## config.mk

```make
export PLATFORM = sky130hd
export DESIGN_NAME = fractional_step_resampler_top
export DESIGN_NICKNAME = d
export VERILOG_FILES = /design/src/sv/fsr_pkg.sv /design/src/sv/fsr_mac.sv /design/src/sv/fractional_step_resampler_top.sv
export SDC_FILE = /design/constraint.sdc
export NUM_CORES = 2
export LEC_CHECK = 0
export ABC_AREA = 1
export ABC_CLOCK_PERIOD_IN_PS = 18200
export BUFFER_PORTS_ARGS = -buffer_cell sky130_fd_sc_hd__buf_4
export CAP_MARGIN = 10
export CORE_MARGIN = 2
export CORE_UTILIZATION = 65
export DETAILED_ROUTE_END_ITERATION = 10
export GPL_TIMING_DRIVEN = 0
export PLACE_DENSITY = 0.82
export SKIP_LAST_GASP = 1
export SLEW_MARGIN = 40
export SYNTH_ARGS = -nofsm -noshare
export SYNTH_HDL_FRONTEND = slang
export SYNTH_SLANG_ARGS = --single-unit
```

## constraint.sdc

```tcl
create_clock -name clk -period 18.2 [get_ports clk]
set_clock_uncertainty 0.2 [all_clocks]
set_input_delay 1.82 -clock clk [delete_from_list [all_inputs] [get_ports clk]]
set_output_delay 1.82 -clock clk [all_outputs]
set_load 0.02 [all_outputs]
```

## src/sv/fsr_pkg.sv

```systemverilog
// ----------------------------------------------------------------------------
// fsr_pkg: shared types and constants of the fractional step resampler
// Payload structs, register indexes and fixed field widths.
// ----------------------------------------------------------------------------
package fsr_pkg;

	localparam int SampleBits = 24;
	localparam int FracBits   = 16;
	localparam int IndexBits  = 16;
	localparam int PosBits    = IndexBits + FracBits;
	localparam int MaxResults = 48;
	// coefficient and product widths for the shared multiplier
	localparam int CoefBits   = SampleBits + 5;
	localparam int AccBits    = SampleBits + 6;

	localparam logic [1:0] RegMode  = 2'd0;
	localparam logic [1:0] RegStep  = 2'd1;
	localparam logic [1:0] RegStart = 2'd2;
	localparam logic [1:0] RegCount = 2'd3;

	localparam logic [1:0] ModePoint  = 2'd0;
	localparam logic [1:0] ModeLinear = 2'd1;

	typedef struct packed {
		logic signed [SampleBits-1:0] sample_in;
		logic                         last_in;
	} in_item_t;

	typedef struct packed {
		logic signed [SampleBits-1:0] sample_out;
		logic                         run_last;
		logic                         count_done;
	} out_item_t;

	typedef struct packed {
		logic [1:0]  idx;
		logic [31:0] data;
	} cfg_item_t;

endpackage

```

## src/sv/fsr_mac.sv

```systemverilog
// ----------------------------------------------------------------------------
// fsr_mac: shared multiply, floor shift and add unit
// Computes floor(x * t / 2^FracBits) + addend, registered.
// ----------------------------------------------------------------------------
module fsr_mac (
	input  logic                                clk,
	input  logic                                en,
	input  logic signed [fsr_pkg::AccBits-1:0]  x,
	input  logic        [fsr_pkg::FracBits-1:0] t,
	input  logic signed [fsr_pkg::AccBits-1:0]  addend,
	output logic signed [fsr_pkg::AccBits-1:0]  result_q
);
	import fsr_pkg::*;

	logic signed [AccBits+FracBits:0] prod;
	logic signed [AccBits:0]          shifted;

	// arithmetic shift is a floor toward minus infinity
	assign prod    = x * $signed({1'b0, t});
	assign shifted = prod[AccBits+FracBits:FracBits];

	// hold the result between passes
	always_ff @(posedge clk) begin
		if (en)
			result_q <= AccBits'(shifted + (AccBits+1)'(addend));
	end
endmodule

```

## src/sv/fractional_step_resampler_top.sv

```systemverilog
// ----------------------------------------------------------------------------
// fractional_step_resampler_top: one channel fixed point resampler
// Point, linear or Catmull-Rom interpolation over a four sample history.
// ----------------------------------------------------------------------------
// Sequencing: an input is taken in S_IDLE; each result then passes S_CHECK,
// the multiplier states (none for point, S_MUL1 for linear, S_MUL1, S_MUL2
// repeated and S_MUL3 for cubic, through one shared multiplier), S_FIN and
// S_EMIT. S_FIN also waits while the sink stalls a waiting result.
// Results wait in an output register while the next one is computed.
// Reset clears history and counters and loads registers with their defaults.
module fractional_step_resampler_top (
	input  logic                 clk,
	input  logic                 arst_n,
	input  logic                 in_valid,
	output logic                 in_ready,
	input  fsr_pkg::in_item_t    in_data,
	output logic                 out_valid,
	input  logic                 out_ready,
	output fsr_pkg::out_item_t   out_data,
	input  logic                 cfg_valid,
	output logic                 cfg_ready,
	input  fsr_pkg::cfg_item_t   cfg_data
);
	import fsr_pkg::*;

	typedef enum logic [6:0] {
		S_IDLE  = 7'b0000001,
		S_CHECK = 7'b0000010,
		S_MUL1  = 7'b0000100,
		S_MUL2  = 7'b0001000,
		S_MUL3  = 7'b0010000,
		S_FIN   = 7'b0100000,
		S_EMIT  = 7'b1000000
	} state_t;

	state_t state_q;
	logic [1:0]            mode_q;
	logic [23:0]           step_q;
	logic [31:0]           start_q;
	logic [15:0]           count_q;
	logic signed [SampleBits-1:0] hist_q [4];
	logic [PosBits-1:0]    pos_q;
	logic [IndexBits-1:0]  seen_q;
	logic [15:0]           made_q;
	logic                  last_q;
	logic [5:0]            k_q;
	logic [1:0]            pass_q;
	logic signed [AccBits-1:0] p1_q, c1_q, c2_q;

	logic                  out_full_q;
	out_item_t             out_q;

	logic [1:0]  la;
	logic [IndexBits-1:0] idx;
	logic [FracBits-1:0]  frac;
	logic        ready_item;
	logic [IndexBits+1:0] idx_la;
	logic signed [SampleBits-1:0] p0, p1, p2, p3;
	logic signed [AccBits-1:0] mac_x, mac_add, mac_q;
	logic        mac_en;
	logic signed [AccBits-1:0] c3;
	logic signed [AccBits-1:0] y_half;
	logic signed [SampleBits-1:0] y_sat;
	logic signed [AccBits-1:0] y_pre;
	logic signed [AccBits-1:0] sat_hi, sat_lo;

	assign la     = (mode_q == ModePoint) ? 2'd0 : ((mode_q == ModeLinear) ? 2'd1 : 2'd2);
	assign idx    = pos_q[PosBits-1:FracBits];
	assign frac   = pos_q[FracBits-1:0];
	assign idx_la = (IndexBits+2)'(idx) + (IndexBits+2)'(la);
	assign ready_item = last_q ? (idx <= seen_q) : (idx_la <= (IndexBits+2)'(seen_q));

	function automatic logic signed [SampleBits-1:0] fetch_s(
		input logic signed [IndexBits+1:0] j,
		input logic [IndexBits-1:0]        n,
		input logic signed [SampleBits-1:0] h0, h1, h2, h3
	);
		logic signed [IndexBits+2:0] d;
		logic [1:0] oldest;
		logic [1:0] sel;
		begin
			oldest = (n >= 3) ? 2'd3 : n[1:0];
			d = (IndexBits+3)'($signed({1'b0, n})) - (IndexBits+3)'(j);
			if (d < 0)
				sel = 2'd0;
			else if (d > $signed((IndexBits+3)'(oldest)))
				sel = oldest;
			else
				sel = d[1:0];
			unique case (sel)
				2'd0: fetch_s = h0;
				2'd1: fetch_s = h1;
				2'd2: fetch_s = h2;
				default: fetch_s = h3;
			endcase
		end
	endfunction

	always_comb begin
		logic signed [IndexBits+1:0] ji;
		ji = $signed({2'b00, idx});
		p0 = fetch_s((IndexBits+2)'(ji - 1), seen_q, hist_q[0], hist_q[1], hist_q[2],
			hist_q[3]);
		p1 = fetch_s(ji, seen_q, hist_q[0], hist_q[1], hist_q[2], hist_q[3]);
		p2 = fetch_s((IndexBits+2)'(ji + 1), seen_q, hist_q[0], hist_q[1], hist_q[2],
			hist_q[3]);
		p3 = fetch_s((IndexBits+2)'(ji + 2), seen_q, hist_q[0], hist_q[1], hist_q[2],
			hist_q[3]);
	end

	assign c3 = AccBits'(AccBits'(p3) - AccBits'(p0) + 3 * (AccBits'(p1) - AccBits'(p2)));

	always_comb begin
		mac_x   = c3;
		mac_add = c2_q;
		if (state_q == S_MUL1 && la == 2'd1) begin
			mac_x   = AccBits'(p2) - AccBits'(p1);
			mac_add = AccBits'(p1);
		end else if (state_q == S_MUL2) begin
			mac_x   = mac_q;
			mac_add = pass_q[0] ? (p1_q <<< 1) : c1_q;
		end
	end

	assign mac_en = (state_q == S_MUL1) || (state_q == S_MUL2);

	fsr_mac u_mac (
		.clk      (clk),
		.en       (mac_en),
		.x        (mac_x),
		.t        (frac),
		.addend   (mac_add),
		.result_q (mac_q)
	);

	assign y_half = mac_q >>> 1;
	always_comb begin
		priority if (la == 2'd0)
			y_pre = AccBits'(p1);
		else if (la == 2'd1)
			y_pre = mac_q;
		else
			y_pre = y_half;
	end
	assign sat_hi = $signed(AccBits'({1'b0, {(SampleBits-1){1'b1}}}));
	assign sat_lo = ~sat_hi;
	assign y_sat = (y_pre > sat_hi) ? sat_hi[SampleBits-1:0] :
		(y_pre < sat_lo) ? sat_lo[SampleBits-1:0] : y_pre[SampleBits-1:0];

	assign in_ready  = (state_q == S_IDLE) && !cfg_valid;
	assign cfg_ready = (state_q == S_IDLE);
	assign out_valid = out_full_q;
	assign out_data  = out_q;

	logic more;
	assign more = (k_q < 6'(MaxResults)) && (made_q < count_q);

	// decide at load time whether the result being loaded ends the request
	logic [PosBits-1:0]   pos_next;
	logic [IndexBits-1:0] idx_next;
	logic [IndexBits+1:0] idx_next_la;
	logic                 ready_next;
	logic                 more_next;
	assign pos_next    = pos_q + PosBits'(step_q);
	assign idx_next    = pos_next[PosBits-1:FracBits];
	assign idx_next_la = (IndexBits+2)'(idx_next) + (IndexBits+2)'(la);
	assign ready_next  = last_q ? (idx_next <= seen_q)
		: (idx_next_la <= (IndexBits+2)'(seen_q));
	assign more_next   = (k_q + 6'd1 < 6'(MaxResults)) && (made_q + 16'd1 < count_q);

	always_ff @(posedge clk or negedge arst_n) begin
		if (!arst_n) begin
			state_q    <= S_IDLE;
			mode_q     <= ModeLinear;
			step_q     <= 24'd65536;
			start_q    <= '0;
			count_q    <= 16'd1024;
			for (int i = 0; i < 4; i++) hist_q[i] <= '0;
			pos_q      <= '0;
			seen_q     <= '0;
			made_q     <= '0;
			last_q     <= 1'b0;
			k_q        <= '0;
			pass_q     <= '0;
			p1_q       <= '0;
			c1_q       <= '0;
			c2_q       <= '0;
			out_q      <= '0;
			out_full_q <= 1'b0;
		end else begin
			if (out_full_q && out_ready)
				out_full_q <= 1'b0;
			unique case (state_q)
				S_IDLE: begin
					if (cfg_valid) begin
						unique case (cfg_data.idx)
							RegMode:  mode_q <= cfg_data.data[1:0];
							RegStep:  step_q <= cfg_data.data[23:0];
							RegStart: begin
								start_q <= cfg_data.data;
								if (seen_q == '0)
									pos_q <= PosBits'(cfg_data.data);
							end
							default:  count_q <= cfg_data.data[15:0];
						endcase
					end else if (in_valid) begin
						hist_q[3] <= hist_q[2];
						hist_q[2] <= hist_q[1];
						hist_q[1] <= hist_q[0];
						hist_q[0] <= in_data.sample_in;
						last_q    <= in_data.last_in;
						k_q       <= '0;
						state_q   <= S_CHECK;
					end
				end
				S_CHECK: begin
					if (more && ready_item) begin
						pass_q  <= '0;
						p1_q    <= AccBits'(p1) <<< 0;
						c1_q    <= AccBits'(p2) - AccBits'(p0);
						c2_q    <= AccBits'(2 * AccBits'(p0) - 5 * AccBits'(p1)
							+ 4 * AccBits'(p2) - AccBits'(p3));
						state_q <= (la == 2'd0) ? S_FIN : S_MUL1;
					end else if (!(out_full_q && !out_ready)) begin
						// hold here until the last result of the request leaves
						if (last_q) begin
							for (int i = 0; i < 4; i++) hist_q[i] <= '0;
							pos_q  <= PosBits'(start_q);
							seen_q <= '0;
							made_q <= '0;
						end else begin
							seen_q <= seen_q + 1'b1;
						end
						state_q <= S_IDLE;
					end
				end
				S_MUL1: state_q <= (la == 2'd1) ? S_FIN : S_MUL2;
				S_MUL2: begin
					pass_q  <= pass_q + 1'b1;
					state_q <= pass_q[0] ? S_MUL3 : S_MUL2;
				end
				S_MUL3: state_q <= S_FIN;
				S_FIN: begin
					if (!out_full_q || out_ready) begin
						out_q.sample_out <= y_sat;
						out_q.run_last   <= !(more_next && ready_next);
						out_q.count_done <= (made_q + 1'b1) == count_q;
						out_full_q <= 1'b1;
						made_q     <= made_q + 1'b1;
						pos_q      <= pos_next;
						k_q        <= k_q + 1'b1;
						state_q    <= S_EMIT;
					end
				end
				S_EMIT: state_q <= S_CHECK;
				default: state_q <= S_IDLE;
			endcase
		end
	end

	assert property (@(posedge clk) disable iff (!arst_n)
		(state_q == S_FIN && out_full_q && !out_ready) |=> state_q == S_FIN)
		else $error("result overwritten while waiting");
	assert property (@(posedge clk) disable iff (!arst_n)
		in_ready |-> k_q <= 6'(MaxResults))
		else $error("result cap exceeded");
	assert property (@(posedge clk) disable iff (!arst_n)
		(state_q == S_FIN && (!out_full_q || out_ready)) |=> out_full_q)
		else $error("result not loaded");
endmodule

```

==> flow_metrics.py <==
metrics = {
    "floorplan": {
        "design.die.area_mm2": 0.0900,
        "dieHeight_um": 300,
        "pin_count": 93,
        "num_rows": 108,
        "fp.dieW_um": 300,
        "core_area_mm2": 0.0868,
        "start_util_pct": 65.6,
    },
    "worst_setup_path": {
        "slowest_stage": "fa_1",
        "crit_path_end_kind": "register",
        "start_kind": "register",
        "cp_max_fo": 10,
        "cp.arrival_ns": 17.80,
        "max_stage_delay_ns": 0.58,
        "path_class": "reg -> reg",
        "regToRegStartpoint": "seen_q[8]",
        "critPathRequiredTime_ns": 18.38,
        "critPathMostFrequentCell": "inv_1",
        "worstSetupStartpoint": "seen_q[8]",
    },
    "timing": {
        "setup_viol": 0,
        "rsz0062_at_grt": "yes",
        "post-route-period-util_pct": 96.8,
        "hold_viol": 0,
        "timing.fmax_ghz": 0.0568,
        "fin_ws_ns": 0.581,
        "tns_ns": 0,
        "fin_crit_ns": 17.62,
        "relSlewSlack_pct": 36.7,
        "report.final.slew_viol_count": 0,
        "hold-worst-slack_ns": 0.284,
        "worst_pin_slew_ns": 0.947,
    },
    "grt": {
        "grt_max_degree": 74,
        "grt_pass1_wl_um": 306000,
        "grt_usage_pct": 44.3,
        "grt_pass1_vias": 53500,
        "antenna_found_initial": 5,
        "grt_overflow_total": 0,
    },
    "clock_network": {
        "clock_path_buffers": 3,
        "clk_latency_ns": 0.63,
        "cts.clk_slew.worst_paths_ns": 0.06,
        "htreeDepth": 2,
        "cts_tree": "yes",
        "cts_sinks": 385,
        "root_buffer": "clkbuf_16",
        "cts_buffers": 48,
    },
    "routing": {
        "route.detailed.drc": 0,
        "wl_um": 200000,
        "dr.pass1.iters": 7,
        "wire_per_inst_um": 22.0,
        "vias": 55100,
        "ant_nets": 0,
        "vias_per_cell": 6.07,
        "drtIter0Drc": 7119,
    },
    "placement": {
        "numPortBuffers": 92,
        "gp_congestion": 1.04,
        "dp_cells": 8974,
        "dpl.hpwl_um": 165000,
        "pre_cts_slack_ns": -0.708,
    },
    "flow_run": {
        "drv_cap": 0,
    },
    "final_layout": {
        "final_layout_size_suffix_gt1_share_pct": 7.08,
        "multi_input_area_mm2": 0.0408,
        "fillers": 7190,
        "nets": 9065,
        "final-seq-area_mm2": 0.00979,
        "stdcell_count": 9076,
        "area_growth_pct": 7.71,
    },
    "logic_synthesis": {
        "synth_seq_cells": 385,
        "syn_area_mm2": 0.0569,
        "yosysSeqAreaShare_pct": 17.2,
        "syn_area_per_cell_um2": 7.37,
        "synth_edf_count": 30,
        "syn_inst": 7722,
        "yosys_warnings": 0,
        "synth_cell_types": 77,
        "synth-main-ff-cell": "dfrtp_1",
        "async_flop_share_pct": 92.2,
        "mappedNetlistNets": 8908,
    },
    "worst_hold_path": {
        "hp-class": "reg -> reg",
        "min_from": "out_data[24]",
    },
    "outcome": {
        "status": "complete, no violations",
    },
}
==> cells in the mapped netlist (14+ instances only) <==
cell      instances  share of area, %
a21boi_0         16              0.21
a21o_1           15              0.20
a21oi_1         375               3.3
a221oi_1         26              0.40
a22oi_1          20              0.26
a31oi_1          25              0.27
buf_2            53              0.47
clkbuf_1        170               1.1
clkinv_1         19              0.13
dfrtp_1         351                15
edfxtp_1         30               1.6
fa_1            583                21
ha_1            539                12
inv_1          1401               9.2
inv_2            69              0.45
nand2_1        1734                11
nand2_2          35              0.38
nand3_1         358               3.1
nand3_2          27              0.47
nand4_1          87              0.96
nor2_1          566               3.7
nor2_2           15              0.16
nor3_1           45              0.40
nor4_1           22              0.24
o211ai_1         52              0.69
o21a_1           16              0.21
o21ai_0         490               4.3
o21ai_1          90              0.79
o21bai_1         21              0.28
o221ai_1         23              0.35
o22ai_1          32              0.35
or2_2            14              0.15
xnor2_1          81               1.2
xor2_1          188               2.9
==> layout make-up <==
| class | instances | share of cell area, % |
|---|---|---|
| Antenna cell | 2 | 0.00816 |
| Buffer | 232 | 1.69 |
| Clock buffer | 68 | 2.26 |
| Clock inverter | 22 | 0.428 |
| Inverter | 1491 | 9.17 |
| Multi-Input combinational cell | 5606 | 66.5 |
| Sequential cell | 385 | 16.0 |
| Tap cell | 1155 | 2.36 |
| Timing Repair Buffer | 115 | 1.58 |
==> path summary, 6_finish.rpt <==
path / end / slack [ns] / cells past startpoint
setup / recovery: u_mac.result_q[29] / 0.58 / 80
hold / removal: out_data[24] / 0.28 / 2
setup reg to reg: u_mac.result_q[29] / 0.58 / 80
hold reg to reg: out_data[24] / 0.28 / 2
max in group asynchronous: out_data[10] / 15.83 / 3
min in group asynchronous: hist_q[71] / 0.88 / 1
==> cells by family (layout without fill, tap and decap cells) <==
family	Yosys count	after routing	synth area share, %
AO/OA/AOI/OAI	1269	1269	12.7
XOR/XNOR	270	270	4.17
adder cells (fa/ha/maj)	1122	1122	32.3
buffers and inverters	1731	1928	11.7
flip-flops	385	385	17.2
multiplexers	1	1	0.0198
other	0	2	0
AND/OR/NAND/NOR	2944	2944	21.9
==> cells in the final DEF, fill, tap and decap left out, types with 156 or more instances in the layout <==
master,synthesis,final
nand2_1,1734,1721
nand3_1,358,355
o21ai_0,490,481
inv_1,1401,1394
nor2_1,566,559
dfrtp_1,351,349
xor2_1,188,187
clkbuf_1,170,156
a21oi_1,375,368
fa_1,583,582
ha_1,539,538
==> per-stage QoR <==
| step | utilization (%) | cell area (um2) |
|---|---|---|
| 2_1_floorplan | - | 56900 |
| 3_3_place_gp | 68.1 | 59100 |
| 3_5_place_dp | 68.3 | 59200 |
| 4_1_cts | 70.2 | 60900 |
| 5_1_grt | 70.7 | 61300 |
| 6_report | 70.7 | 61300 |
==> layer usage <==
layer / vias up / global-route usage (%) / part of all wire (%)
li1: 24800 / - / -
met1: 26100 / 58.3 / 39
met2: 3410 / 67.1 / 43
met3: 747 / 11.6 / 12
met4: 6 / 23.7 / 6.5
met5: - / 0 / 0.022
==> flip-flops by register name, summed over array words and instances, names as in the netlist <==
name and cells:
count_q 16, k_q 6, pass_q 1, pos_q 32, state_q 7, c2_q 30, made_q 16, p1_q 24
out_data 26, last_q 1, c1_q 25, u_mac.result_q 30, seen_q 16, start_q 32, out_valid 1, hist_q 96
step_q 24, mode_q 2
==> critical path: cells and delay by family (launching register included) <==
kind                     cells  cell delay (ns)
adder cells (fa/ha/maj)     15             6.48
AND/OR/NAND/NOR             30             4.66
AO/OA/AOI/OAI               18             3.33
buffers and inverters       15             1.75
flip-flops                   1             0.47
XOR/XNOR                     2             0.46
==> repair_timing <==
action	4_1_cts	5_1_grt
setup buffers	0	18
pin swaps	0	11
cloned	0	0
endpoints found under the hold margin	0	0
endpoints found under the setup margin	17	20
gates resized for setup	12	86
hold buffers	0	0
Power is not shown: default switching activity piles up to over one toggle a cycle in this logic, so the estimate is an artifact.
